`src/rtl/apv_pkg.sv`:
```
// Types and constants of the APV ADC event word parser.
// No dependencies; used by the top level and its checker.
`default_nettype none

package apv_pkg;

    localparam int unsigned POS_W = 18;
    localparam logic [POS_W-1:0] POS_TOP = '1;

    localparam logic [28:0] TS_GEO = 29'h1000_0000;
    localparam int unsigned ADC_W = 14;

    localparam logic [31:0] START_MARK = 32'h0001_0002;
    localparam logic [31:0] STOP_MARK  = 32'h0001_0003;
    localparam logic [15:0] CLOCK_MARK = 16'h0aaa;
    localparam logic [15:0] STAMP_MARK = 16'h1bbb;
    localparam logic [31:0] MIN_BYTES  = 32'd64;
    localparam logic [31:0] LEN_SLACK  = 32'd14;

    typedef struct packed {
        logic [31:0] raw_word;
        logic        first_word;
        logic [31:0] event_bytes;
    } t_in_item;

    typedef struct packed {
        logic [28:0] geo;
        logic [6:0]  chan;
        logic [31:0] value;
    } t_out_item;

endpackage

`default_nettype wire

```
`src/rtl/apv_adc_event_word_parser.sv`:
```
// APV ADC event word parser: input register, one decode step, result register.
// A word is registered in the input register, its result in the result
// register, from which it can transfer. Throughput: one word per cycle unless
// the sink holds back a result; one decode step between the two registers.
// Reset (i_rst_n low, synchronous) empties both registers and returns the
// parse state to "no event": words before the first first_word give nothing.
// Depends on apv_pkg.
`default_nettype none

module apv_adc_event_word_parser (
    input  wire logic              i_clk,
    input  wire logic              i_rst_n,
    input  wire logic              i_in_valid,
    output logic                   o_in_stall,
    input  wire apv_pkg::t_in_item i_in_data,
    output logic                   o_out_valid,
    input  wire logic              i_out_stall,
    output apv_pkg::t_out_item     o_out_data
);

    // Fixed word positions of the event layout (after the board one offset a).
    localparam logic [18:0] POS_MARK   = 19'd2;
    localparam logic [18:0] POS_B1_HDR = 19'd12;
    localparam logic [18:0] OFS_B1     = 19'd13;
    localparam logic [18:0] OFS_CLK0   = 19'd14;
    localparam logic [18:0] OFS_CLK1   = 19'd15;
    localparam logic [18:0] OFS_STP0   = 19'd16;
    localparam logic [18:0] OFS_STP1   = 19'd17;
    localparam logic [18:0] OFS_B2_HDR = 19'd19;
    localparam logic [18:0] OFS_B2     = 19'd20;

    // Input register
    logic              r_in_valid;
    apv_pkg::t_in_item r_in;

    // Result register
    logic               r_out_valid;
    apv_pkg::t_out_item r_out;

    // Parse state
    logic [apv_pkg::POS_W-1:0] r_word_pos, n_word_pos;
    logic [31:0] r_bytes_held, n_bytes_held;
    logic [15:0] r_board_one_len, n_board_one_len;
    logic [15:0] r_board_two_len, n_board_two_len;
    logic [15:0] r_block_len, n_block_len;
    logic [15:0] r_block_done, n_block_done;
    logic        r_drop_event, n_drop_event;
    logic        r_clock_seen, n_clock_seen;
    logic        r_stamp_seen, n_stamp_seen;

    logic               out_blocked;
    logic               advance;
    logic               hit;
    apv_pkg::t_out_item res;

    // Decode temporaries
    logic [apv_pkg::POS_W-1:0] p;
    logic [18:0] pw, aw, bw;
    logic [31:0] w;
    logic [15:0] done_inc;
    logic        skip;
    logic        in_b1, in_b2;

    // A finished result that the sink holds back freezes the decode stage;
    // the input register then stalls only if it already holds a word.
    assign out_blocked = r_out_valid && i_out_stall;
    assign advance     = r_in_valid && !out_blocked;
    assign o_in_stall  = r_in_valid && out_blocked;
    assign o_out_valid = r_out_valid;
    assign o_out_data  = r_out;

    always_comb begin
        // First word restarts the event; otherwise carry the held state.
        if (r_in.first_word) begin
            n_bytes_held    = r_in.event_bytes;
            n_board_one_len = '0;
            n_board_two_len = '0;
            n_block_len     = '0;
            n_block_done    = '0;
            n_clock_seen    = 1'b0;
            n_stamp_seen    = 1'b0;
            n_drop_event    = r_in.event_bytes < apv_pkg::MIN_BYTES;
            p               = '0;
        end else begin
            n_bytes_held    = r_bytes_held;
            n_board_one_len = r_board_one_len;
            n_board_two_len = r_board_two_len;
            n_block_len     = r_block_len;
            n_block_done    = r_block_done;
            n_clock_seen    = r_clock_seen;
            n_stamp_seen    = r_stamp_seen;
            n_drop_event    = r_drop_event;
            p               = r_word_pos;
        end

        n_word_pos = (p == apv_pkg::POS_TOP) ? apv_pkg::POS_TOP
                                             : p + {{(apv_pkg::POS_W-1){1'b0}}, 1'b1};

        // Dropped event, past the event end, or saturated position: no effect.
        skip = n_drop_event || ({14'd0, p} >= {2'd0, n_bytes_held[31:2]}) ||
               (p == apv_pkg::POS_TOP);

        w  = {r_in.raw_word[7:0], r_in.raw_word[15:8],
              r_in.raw_word[23:16], r_in.raw_word[31:24]};
        pw = {1'b0, p};
        aw = {3'd0, n_board_one_len};
        bw = {3'd0, n_board_two_len};

        in_b1 = (pw >= OFS_B1) && (pw < OFS_B1 + aw);
        in_b2 = (pw >= OFS_B2 + aw) && (pw < OFS_B2 + aw + bw);

        done_inc = n_block_done + 16'd1;
        hit      = 1'b0;
        res.geo  = apv_pkg::TS_GEO;
        res.chan = '0;
        res.value = w;

        if (!skip) begin
            if (pw == POS_MARK) begin
                if (r_in.raw_word == apv_pkg::START_MARK ||
                    r_in.raw_word == apv_pkg::STOP_MARK) begin
                    n_drop_event = 1'b1;
                end
            end else if (pw == POS_B1_HDR) begin
                // Board one word count checked against a byte count, as specified.
                if ({16'd0, w[31:16]} > n_bytes_held - apv_pkg::LEN_SLACK) begin
                    n_drop_event = 1'b1;
                end else begin
                    n_board_one_len = w[31:16];
                    n_block_len     = '0;
                    n_block_done    = '0;
                end
            end else if (pw < POS_B1_HDR) begin
                hit = 1'b0;
            end else if (in_b1 || in_b2) begin
                if (n_block_len == 16'd0) begin
                    // block header: high half is the data word count
                    n_block_done = '0;
                    n_block_len  = w[31:16];
                end else begin
                    hit       = !w[31];
                    res.geo   = {2'd0, w[30:28], 5'd0, w[27:25], 12'd0, w[24:21]};
                    res.chan  = w[20:14];
                    res.value = {18'd0, w[apv_pkg::ADC_W-1:0]};
                    n_block_done = done_inc;
                    if (done_inc == n_block_len) begin
                        n_block_len = '0;
                    end
                end
            end else if (pw == OFS_CLK0 + aw) begin
                n_clock_seen = (w[31:16] == apv_pkg::CLOCK_MARK);
                hit          = n_clock_seen;
                res.chan     = 7'd0;
                res.value    = {16'd0, w[15:0]};
            end else if (pw == OFS_CLK1 + aw) begin
                hit      = n_clock_seen;
                res.chan = 7'd1;
            end else if (pw == OFS_STP0 + aw) begin
                n_stamp_seen = (w[31:16] == apv_pkg::STAMP_MARK);
                hit          = n_stamp_seen;
                res.chan     = 7'd2;
                res.value    = {16'd0, w[15:0]};
            end else if (pw == OFS_STP1 + aw) begin
                hit      = n_stamp_seen;
                res.chan = 7'd3;
            end else if (pw == OFS_B2_HDR + aw) begin
                n_board_two_len = w[31:16];
                n_block_len     = '0;
                n_block_done    = '0;
            end
        end
    end

    always_ff @(posedge i_clk) begin
        if (!i_rst_n) begin
            r_in_valid      <= 1'b0;
            r_out_valid     <= 1'b0;
            r_word_pos      <= '0;
            r_bytes_held    <= '0;
            r_board_one_len <= '0;
            r_board_two_len <= '0;
            r_block_len     <= '0;
            r_block_done    <= '0;
            r_drop_event    <= 1'b1;
            r_clock_seen    <= 1'b0;
            r_stamp_seen    <= 1'b0;
        end else begin
            // Input register loads whenever it is not stalled.
            if (!o_in_stall) begin
                r_in_valid <= i_in_valid;
            end
            // Result register: refill or empty whenever the sink is not holding it.
            if (!out_blocked) begin
                r_out_valid <= advance && hit;
            end
            if (advance) begin
                r_word_pos      <= n_word_pos;
                r_bytes_held    <= n_bytes_held;
                r_board_one_len <= n_board_one_len;
                r_board_two_len <= n_board_two_len;
                r_block_len     <= n_block_len;
                r_block_done    <= n_block_done;
                r_drop_event    <= n_drop_event;
                r_clock_seen    <= n_clock_seen;
                r_stamp_seen    <= n_stamp_seen;
            end
        end
    end

    // Payload registers, no reset.
    always_ff @(posedge i_clk) begin
        if (!o_in_stall) begin
            r_in <= i_in_data;
        end
        if (advance && hit) begin
            r_out <= res;
        end
    end

endmodule

`default_nettype wire

```
`config.mk`:
```
export PLATFORM = sky130hd
export DESIGN_NAME = apv_adc_event_word_parser
export DESIGN_NICKNAME = d
export VERILOG_FILES = /design/src/rtl/apv_pkg.sv /design/src/rtl/apv_adc_event_word_parser.sv
export SDC_FILE = /design/constraint.sdc
export NUM_CORES = 1
export LEC_CHECK = 0
export BUFFER_PORTS_ARGS = -buffer_cell sky130_fd_sc_hd__clkbuf_2
export CAP_MARGIN = 15
export CORE_AREA = 2 2 298 227
export DETAILED_ROUTE_END_ITERATION = 6
export DIE_AREA = 0 0 300 229
export GPL_ROUTABILITY_DRIVEN = 0
export REMOVE_ABC_BUFFERS = 1
export SLEW_MARGIN = 10
export SYNTH_ARGS = -nofsm -noshare
export SYNTH_HDL_FRONTEND = slang
export SYNTH_SLANG_ARGS = --single-unit
```
`constraint.sdc`:
```
create_clock -name i_clk -period 11.9 [get_ports i_clk]
set_input_delay 0.595 -clock i_clk [delete_from_list [all_inputs] [get_ports i_clk]]
set_output_delay 0.595 -clock i_clk [all_outputs]
set_load 0.01 [all_outputs]
```
==> results of run 1 <==
[layout make-up]
type	instances	area, sq um	area share, %
multi-input cells	1413	9710	52.4
well taps	882	1100	5.95
clock inverters	17	224	1.21
repair buffers	142	773	4.17
flip-flops and latches	234	5840	31.5
inverters	60	225	1.21
clock buffers	31	669	3.61
[metal layers]
metal | wire length, microns | track usage (%)
met5 | 0 | 0
met4 | 1700 | 4.31
met3 | 7310 | 4.33
met2 | 22100 | 22.0
met1 | 26200 | 24.5
[final timing paths]
check                              startpoint               to  slack [ns]  cells after the start
worst min register to register       r_in[50]    o_out_data[9]        0.44                      0
worst min-delay path            i_in_data[38]         r_in[38]        0.20                      1
worst max-delay path                 r_in[32]  r_block_done[6]        4.77                     23
worst max register to register       r_in[32]  r_block_done[6]        4.77                     23
[power groups by stage]
stage | sequential (mW) | combinational (mW) | clock (mW)
2_1_floorplan | 0.896 | 0.0870 | 0
3_3_place_gp | 0.902 | 0.138 | 0
3_5_place_dp | 0.903 | 0.142 | 0
4_1_cts | 0.885 | 0.143 | 0.863
5_1_grt | 0.887 | 0.160 | 0.899
6_report | 0.886 | 0.145 | 0.847
[critical path, cell delays in order, from the launching register on]
cell and delay [ns]:
edfxtp_1 0.48, buf_4 0.63, buf_4 0.70, nor2b_1 0.24, mux2_2 0.37, ha_1 0.34, a21oi_1 0.20, a21boi_0 0.27
o41a_1 0.22, nor2_1 0.07, o21a_1 0.20, o41a_1 0.32, xnor2_1 0.14, ha_1 0.30, a21o_1 0.18, a21oi_1 0.14
o21ai_0 0.11, a31oi_1 0.31, nand2_1 0.09, a2bb2oi_1 0.14, buf_4 0.23, nor3_1 0.95, a32oi_1 0.23, o211ai_1 0.15
[synthesized netlist by cell type, types with 10 or more instances]
master / instances / area, sq um
a211oi_1: 45 / 338
a21o_1: 23 / 173
a21oi_1: 100 / 500
a22o_1: 19 / 166
a22oi_1: 21 / 158
a31oi_1: 21 / 131
and2_1: 26 / 163
and3_1: 16 / 100
buf_2: 21 / 105
buf_4: 24 / 180
clkbuf_1: 55 / 206
dfxtp_1: 119 / 2380
edfxtp_1: 115 / 3450
ha_1: 109 / 1360
inv_1: 60 / 225
mux2_2: 11 / 124
mux2i_1: 26 / 260
nand2_1: 141 / 529
nand2b_1: 17 / 106
nand3_1: 53 / 265
nand4_1: 24 / 150
nor2_1: 167 / 627
nor2b_1: 51 / 319
nor3_1: 55 / 275
nor3b_1: 10 / 75.1
nor4_1: 28 / 175
o211ai_1: 11 / 82.6
o21a_1: 11 / 82.6
o21ai_0: 64 / 320
or2_2: 20 / 125
or3_1: 12 / 75.1
xnor2_1: 76 / 666
xor2_1: 53 / 464
[metrics by stage]
stage	hold WS, ns	instance area, sq um	setup slack [ns]	power, mW
floorplan	0.417	15700	-1.44	0.983
global placement	0.426	17600	5.09	1.04
detailed placement	0.435	17600	4.87	1.04
CTS	0.184	18500	4.87	1.89
global route	0.192	18500	4.35	1.95
finish	0.201	18500	4.77	1.88
[cell families after synthesis]
group	Yosys count	share of synthesized area, %
adders and majority gates	111	8.55
DFF	234	35.8
muxes	37	2.36
other	1	0.0230
buffers and inverters	174	5.16
xor gates and xnor gates	129	6.93
AOI/OAI and AO/OA	434	18.5
and+or+nand+nor	684	22.7
[flip-flops by register name, indices dropped and copies added, names as in the netlist]
signal           cells
r_block_done        16
r_stamp_seen         1
o_out_data          50
r_board_one_len     16
r_clock_seen         1
r_board_two_len     16
r_word_pos          18
r_bytes_held        32
r_in                65
o_out_valid          1
r_in_valid           1
r_drop_event         1
r_block_len         16
==> metrics, run 1 <==
PortBufs=120; Syn Inst Count=1804; largest net degree at the start of global routing=69; Std-Cell Rows=82; Post-synth EDFFs=115; post-synthesis cell area=16300 sq um; initial antenna violation count=2; fin cells=2779; post-CTS setup buffer count=0; Seq/Total Area, Yosys=35.8%; fin crit share=59.9%; Critical Path RT=12.39 ns; FMAX=140 MHz; post_cts resized=0; crit start category=flip-flop; # diodes=0; share of layout cells above drive strength 1=13.4%; first-pass GRT wire length=87200 microns; drt via density=5.44; Max Transition Viols Final=0; ys async rst share=0%; clock share of power=45.1%; synth warn=0; HPWL Detailed=42600 microns; #FFs+latches synth=234; Worst Path Max Fanout=67; TritonCTS clock tree=done; Max-Cap Viols=0; vias=15100; final hold vios=0; htree depth=1; Fillers=7029; Synth Flop Type=dfxtp_1; Cells after DPL=2730; peak supply drop=102 uV; GRT Overall Usage=16.1%; Worst-path clk slew=0.07 ns; Top Ports=139; CTS root buf=clkbuf_16; clock buffer depth=3; status=finished, final reports clean; Crit. End Element=flip-flop; register share of total power=47.2%; Worst EP arrival=7.62 ns; Synth Area per Inst=9.03 sq um; Power Dens Cells=101 nW/um^2; routed wire length=57300 microns; Final Net Count=2056; die width=300 microns; Hold WC Path Type=input port to flip-flop; antenna-violating nets left=0; Setup CP Type=flip-flop to flip-flop; Tightest Pin Transition=1.19 ns; Avg WL per Cell=20.6 microns; clock latency on the worst-skew pair=0.57 ns; Comb power frac=7.7%; Sink Count=234; Area Overhead vs Synth=13.8%; vias in the first global route=14200; Die Y-Extent=229 microns; Cell variety after synth=98; DRT Pass-1 Iters=7; global route overflow=0; commonest non-fill, non-tap cell in the layout=nor2_1; RSZ-0062 raised after global routing=no; Core Area=65900 sq um; die area=68700 sq um; worst clock skew=0.0199 ns; hold-fix buffers at CTS=0; Num CTS Buffers=26; starting density of the core=24.7%; Tmin final=7.13 ns; NetSw=471 uW; P_leak=7.21 nW; post-route core utilization=28.1%; P_int=1.41 mW; setup TNS=0 ns; Initial DRC Count=2086; Slew headroom=20.4%; final setup vio count=0; DRC=0; most frequent cells in the layout=nor2_1, nand2_1, clkbuf_2; Net Sw Frac=25.1%
(Power assumes the default switching activity.)
==> inputs of run 2 (changes only) <==
Clock period 11.9 ns to 6.9 ns, I/O delays scaled along.
==> metrics, run 2 (same netlist as run 1, synthesis figures left out) <==
status=finished, violations left; violated checks=design-rule violations; FMAX=155 MHz (+11%); RSZ-0062 raised after global routing=no; max reg flops=65 (unchanged); HPWL Detailed=43400 microns (+1.9%); hold endpoint=r_in[32]; Fillers=6964 (-0.92%); Setup CP Type=flip-flop to flip-flop; initial antenna violation count=1 (-1); Initial DRC Count=2013 (-3.5%); global route overflow=0 (unchanged); Net Sw Frac=26.4% (+1.4 points); register share of total power=48.5% (+1.3 points); Slew headroom=20.7% (+0.29 points); Power Dens Cells=164 nW/um^2 (+62%); worst reg2reg endpoint=r_board_one_len[2]; Tightest Pin Transition=1.19 ns (+0.00228 ns); Max-Cap Viols=0 (unchanged); final hold vios=0 (unchanged); Critical Path RT=7.40 ns (-4.99 ns); Worst Path Max Fanout=60 (-10%); clock share of power=42.4% (-2.7 points); max incr delay on CP=0.58 ns (-0.37 ns); fin worst setup slack=0.456 ns (-4.32 ns); first-pass GRT wire length=89100 microns (+2.2%); Comb power frac=9.1% (+1.4 points); antenna-violating nets left=0 (unchanged); Avg WL per Cell=20.6 microns (about the same); Core Area=65900 sq um (unchanged); Worst EP arrival=6.94 ns (-0.68 ns); drt via density=5.38 (-1.1%); Max Transition Viols Final=0 (unchanged); die width=300 microns (unchanged); peak supply drop=174 uV (+70%); clock latency on the worst-skew pair=0.58 ns (about the same); Tmin final=6.44 ns (-0.684 ns); register with the most flip-flops=r_in; final setup vio count=0 (unchanged); DRC=2 (+2); critical path, cell by cell=buf_12 > buf_4 > mux2_2 > ha_1 > a211oi_1 > a21oi_1 > nor3b_2 > nand3b_1 > xnor2_1 > ha_1 > nand4_1 > or2_2 > nor2_1 > o21a_1 > o311a_1 > o2111ai_1 > a31o_1 > nand2_1 > a22oi_1 > nor2_1; Crit. End Element=flip-flop; Die Y-Extent=229 microns (unchanged); vias in the first global route=14500 (+2.4%); DRT Pass-1 Iters=7 (unchanged); setup TNS=0 ns (unchanged); # diodes=0 (unchanged); Worst-path clk slew=0.06 ns (about the same); clock buffer depth=3 (unchanged); Std-Cell Rows=82 (unchanged); post-route cell area=19200 sq um (+3.7%); Critical-path top delay cell=buf_4; worst clock skew=0.0247 ns (+0.00481 ns); PortBufs=120 (unchanged); routed wire length=59000 microns (+2.9%); GRT Overall Usage=16.6% (+0.47 points); P_int=2.32 mW (+65%); Area Overhead vs Synth=18.0%; die area=68700 sq um (unchanged); NetSw=832 uW (+77%); CTS root buf=clkbuf_16; Final Net Count=2136 (+3.9%); final hold slack=0.106 ns (-0.0954 ns); Sink Count=234 (unchanged); P_leak=7.52 nW (+4.4%); share of layout cells above drive strength 1=13.8% (+0.37 points); post-CTS setup buffer count=0 (unchanged); most frequent cells in the layout=nor2_1, nand2_1, clkbuf_2; Area after DPL=17800 sq um (+0.79%); r2r worst-path depth=20 (-13%); worst r2r src=r_in[32]; Top Ports=139 (unchanged); vias=15400 (+1.7%); htree depth=1 (unchanged); WHS Path Cells=1 (unchanged); HP Start=i_in_data[32]; fin crit share=93.4% (+33 points); r2r setup slk=0.46 ns (-4.32 ns); TritonCTS clock tree=done; commonest non-fill, non-tap cell in the layout=nor2_1; Hold WC Path Type=input port to flip-flop; largest net degree at the start of global routing=72 (+4.3%); dpl ws=0.508 ns (-4.37 ns); crit start category=flip-flop; starting density of the core=24.7% (unchanged); Num CTS Buffers=25 (-3.8%)
## run 2: changes by cell type in the layout (fill, tap and decap cells not counted), sizes merged
cell         before  now
dlygate4sd3       0   65
buf              22   38
clkinv           10    8
inv              62   63
bufinv            4    0
clkinvlp          1    2
clkbuf          151  153
## run 2: critical path: cells and delay by family, from the launching register on
family                     cells  cell delay (ns)
adders and majority gates      2             0.57
DFF                            1             0.50
muxes                          1             0.45
buffers and inverters          2             0.79
AOI/OAI and AO/OA              7             1.74
xor gates and xnor gates       1             0.16
and+or+nand+nor                7             2.10
## run 2: timing repair
| item | in CTS | in global routing |
|---|---|---|
| endpoints found under the hold margin | 65 | 0 |
| endpoints found under the setup margin | 0 | 53 |
| hold buffers | 65 | 0 |
| resized for setup | 0 | 4 |
## run 2: routing by layer
metal / part of all wire (%) / GRT usage [%]
met1: 45 / 25.0
met2: 38 / 22.2
met3: 13 / 4.94
met4: 3.8 / 5.39
met5: 0.022 / 0
## run 2: through the flow
stage / cells / power (mW) / util (%)
CTS: 2858 / 3.16 / 29.2
detailed placement: 2747 / 1.80 / 27.0
floorplan: 1707 / 1.70 / -
global route: 2858 / 3.26 / 29.2
finish: 2858 / 3.15 / 29.2
global placement: 2747 / 1.80 / 27.0
## run 2: layout make-up
class	count	area [sq um]	share of cell area, %
Clock buffer	33	689	3.59
Clock inverter	13	101	0.527
Timing Repair Buffer	223	1560	8.10
Multi-Input combinational cell	1413	9710	50.5
Tap cell	882	1100	5.74
Sequential cell	234	5840	30.4
Inverter	60	225	1.17
## run 2: power groups by stage
stage | registers, mW | clock network (mW) | logic (mW)
floorplan | 1.55 | 0 | 0.150
global placement | 1.56 | 0 | 0.241
detailed placement | 1.56 | 0 | 0.248
CTS | 1.53 | 1.35 | 0.279
global route | 1.53 | 1.42 | 0.312
finish | 1.53 | 1.34 | 0.285
## run 2: how the worst max path moves through the flow
| stage | startpoint | end | slack, ns | depth (start not counted) |
|---|---|---|---|---|
| after floorplan | r_in[32] | o_out_data[0] | -6.44 | 21 |
| after global placement | r_in[32] | o_out_data[1] | 0.67 | 22 |
| after detailed placement | r_board_one_len[2] | o_out_data[65] | 0.51 | 23 |
| after CTS | r_board_one_len[2] | o_out_data[10] | 0.42 | 23 |
| after global routing | r_board_one_len[2] | o_out_data[0] | 0.005 | 23 |
| final | r_in[32] | r_board_one_len[2] | 0.46 | 20 |
==> inputs of run 3 (changes only) <==
Settings changed: CORE_AREA 2 2 298 227 to 2 2 273 248, DIE_AREA 0 0 300 229 to 0 0 275 250.
==> metrics, run 3 (same netlist as run 1, synthesis figures left out) <==
vias in the first global route=14600 (+0.36%); Final Net Count=2135 (-0.047%); DRT Pass-1 Iters=6 (-1); dpl ws=0.547 ns (+0.0391 ns); Tmin final=6.41 ns (-0.0338 ns); commonest non-fill, non-tap cell in the layout=nor2_1; clock buffer depth=3 (unchanged); P_leak=7.58 nW (+0.74%); Num CTS Buffers=27 (+8.0%); peak supply drop=203 uV (+16%); Hold WC Path Type=input port to flip-flop; vias=15100 (-1.6%); critical path, cell by cell=buf_4 > nand2b_1 > inv_1 > ha_1 > a211oi_1 > o21bai_1 > a21o_1 > maj3_1 > a31oi_1 > o21ai_0 > a41oi_1 > nand2b_1 > xnor2_1 > ha_1 > and4_1 > a2111oi_0 > o21ai_0 > a31oi_1 > a21o_1 > nand3_1 > a211oi_4 > buf_6; routed wire length=56800 microns (-3.6%); # diodes=0 (unchanged); Initial DRC Count=1534 (-24%); starting density of the core=24.6% (-0.13 points); fin worst setup slack=0.490 ns (+0.0338 ns); GRT Overall Usage=16.0% (-0.64 points); drt via density=5.30 (-1.4%); Slew headroom=28.8% (+8.2 points); Std-Cell Rows=90 (+9.8%); Stages on worst setup path=22 (+10%); Top Ports=139 (unchanged); Critical-path top delay cell=a31oi_1; max reg flops=65 (unchanged); Max-Cap Viols=0 (unchanged); Worst-path clk slew=0.06 ns (about the same); post-route core utilization=29.2% (+0.057 points); register with the most flip-flops=r_in; htree depth=1 (unchanged); die area=68800 sq um (about the same); clock latency on the worst-skew pair=0.57 ns (about the same); Worst Path Max Fanout=40 (-33%); Max Transition Viols Final=0 (unchanged); final hold vios=0 (unchanged); fin crit share=92.9% (-0.49 points); crit start category=flip-flop; most frequent cells in the layout=nor2_1, nand2_1, clkbuf_2; Core Area=66200 sq um (+0.52%); Worst EP arrival=6.64 ns (-0.30 ns); Sink Count=234 (unchanged); first-pass GRT wire length=86400 microns (-3.1%); largest net degree at the start of global routing=91 (+26%); die width=275 microns (-8.3%); HPWL Detailed=41800 microns (-3.7%); global route overflow=0 (unchanged); CP delay by family, top=compound AO/OA/AOI/OAI gates; Die Y-Extent=250 microns (+9.2%); Tightest Pin Transition=1.06 ns (-0.124 ns); CP bufs+invs=3 (+1); Crit. End Element=flip-flop; Setup CP Type=flip-flop to flip-flop; Critical Path RT=7.13 ns (-0.27 ns); r2r worst-path depth=22 (+10%); PortBufs=120 (unchanged); CTS root buf=clkbuf_16; WHS Path Cells=1 (unchanged); worst clock skew=0.0139 ns (-0.0108 ns); max incr delay on CP=0.45 ns (-0.13 ns); initial antenna violation count=0 (-1); Area Overhead vs Synth=18.8%; antenna-violating nets left=0 (unchanged); status=finished, final reports clean; TritonCTS clock tree=done; final setup vio count=0 (unchanged); RSZ-0062 raised after global routing=no; Power Dens Cells=175 nW/um^2 (+6.6%); FMAX=156 MHz (+0.53%); share of layout cells above drive strength 1=13.7% (-0.11 points); DRC=0 (-2); Avg WL per Cell=19.9 microns (-3.3%)
==> run 3: changes by cell type in the layout (fill, tap and decap cells not counted), moves of 2 or more <==
cell	previous run	this run
bufinv_16	0	6
buf_4	36	33
clkinv_1	1	4
clkbuf_8	3	0
clkbuf_16	25	27
clkinv_2	5	2
==> run 3: power breakdown <==
| group | internal, mW | total, mW | switching, mW | leakage [nW] |
|---|---|---|---|---|
| Sequential | 1.49 | 1.53 | 0.0398 | 2.14 |
| Combinational | 0.116 | 0.281 | 0.165 | 4.98 |
| Clock | 0.951 | 1.58 | 0.625 | 0.460 |
==> run 3: timing repair <==
action,in CTS,in global routing
resized for setup,0,1
endpoints found under the hold margin,65,0
endpoints found under the setup margin,0,40
hold buffers,65,0
buffers inserted,0,0
==> run 3: final cells by class <==
class / instances / area (sq um)
sequential: 234 / 5840
fill: 6922 / 46800
clock buffer: 31 / 691
tap: 874 / 1090
multi-input combinational: 1413 / 9720
clock inverter: 19 / 274
timing repair buffer: 220 / 1530
inverter: 60 / 225
==> run 3: path summary, 6_finish.rpt <==
kind                                      start         endpoint  slack (ns)
worst max-delay path                   r_in[32]   o_out_data[32]        0.49
worst min-delay path              i_in_data[32]         r_in[32]        0.05
worst max register to register         r_in[32]   o_out_data[32]        0.49
worst min register to register  r_bytes_held[0]  r_bytes_held[0]        0.46
==> run 3: per-layer routing <==
metal / global-route usage [%] / up-vias / wire, microns
met5: 0 / - / 0
met4: 6.64 / 0 / 2320
met3: 2.27 / 153 / 4160
met2: 26.3 / 695 / 26700
met1: 20.8 / 7321 / 23700
li1: - / 6946 / -
==> run 3: through the flow <==
step | area (sq um) | std cells | TNS (ns) | hold slack, ns | power (mW)
final | 19400 | 2851 | 0 | 0.0459 | 3.38
after global routing | 19400 | 2851 | 0 | 0.0120 | 3.49
after CTS | 19400 | 2851 | 0 | 0.0179 | 3.40
after detailed placement | 17700 | 2736 | 0 | 0.435 | 1.80
after global placement | 17700 | 2736 | 0 | 0.424 | 1.79
after floorplan | 15700 | 1707 | -625.78 | 0.417 | 1.70
==> run 3: worst reg2reg max path: stages (launching register included) <==
cell and delay (ns):
edfxtp_1 0.40, buf_4 0.27, nand2b_1 0.34, inv_1 0.10, ha_1 0.33, a211oi_1 0.24
o21bai_1 0.11, a21o_1 0.22, maj3_1 0.36, a31oi_1 0.31, o21ai_0 0.24, a41oi_1 0.30
nand2b_1 0.11, xnor2_1 0.14, ha_1 0.29, and4_1 0.22, a2111oi_0 0.33, o21ai_0 0.14
a31oi_1 0.45, a21o_1 0.35, nand3_1 0.19, a211oi_4 0.26, buf_6 0.37
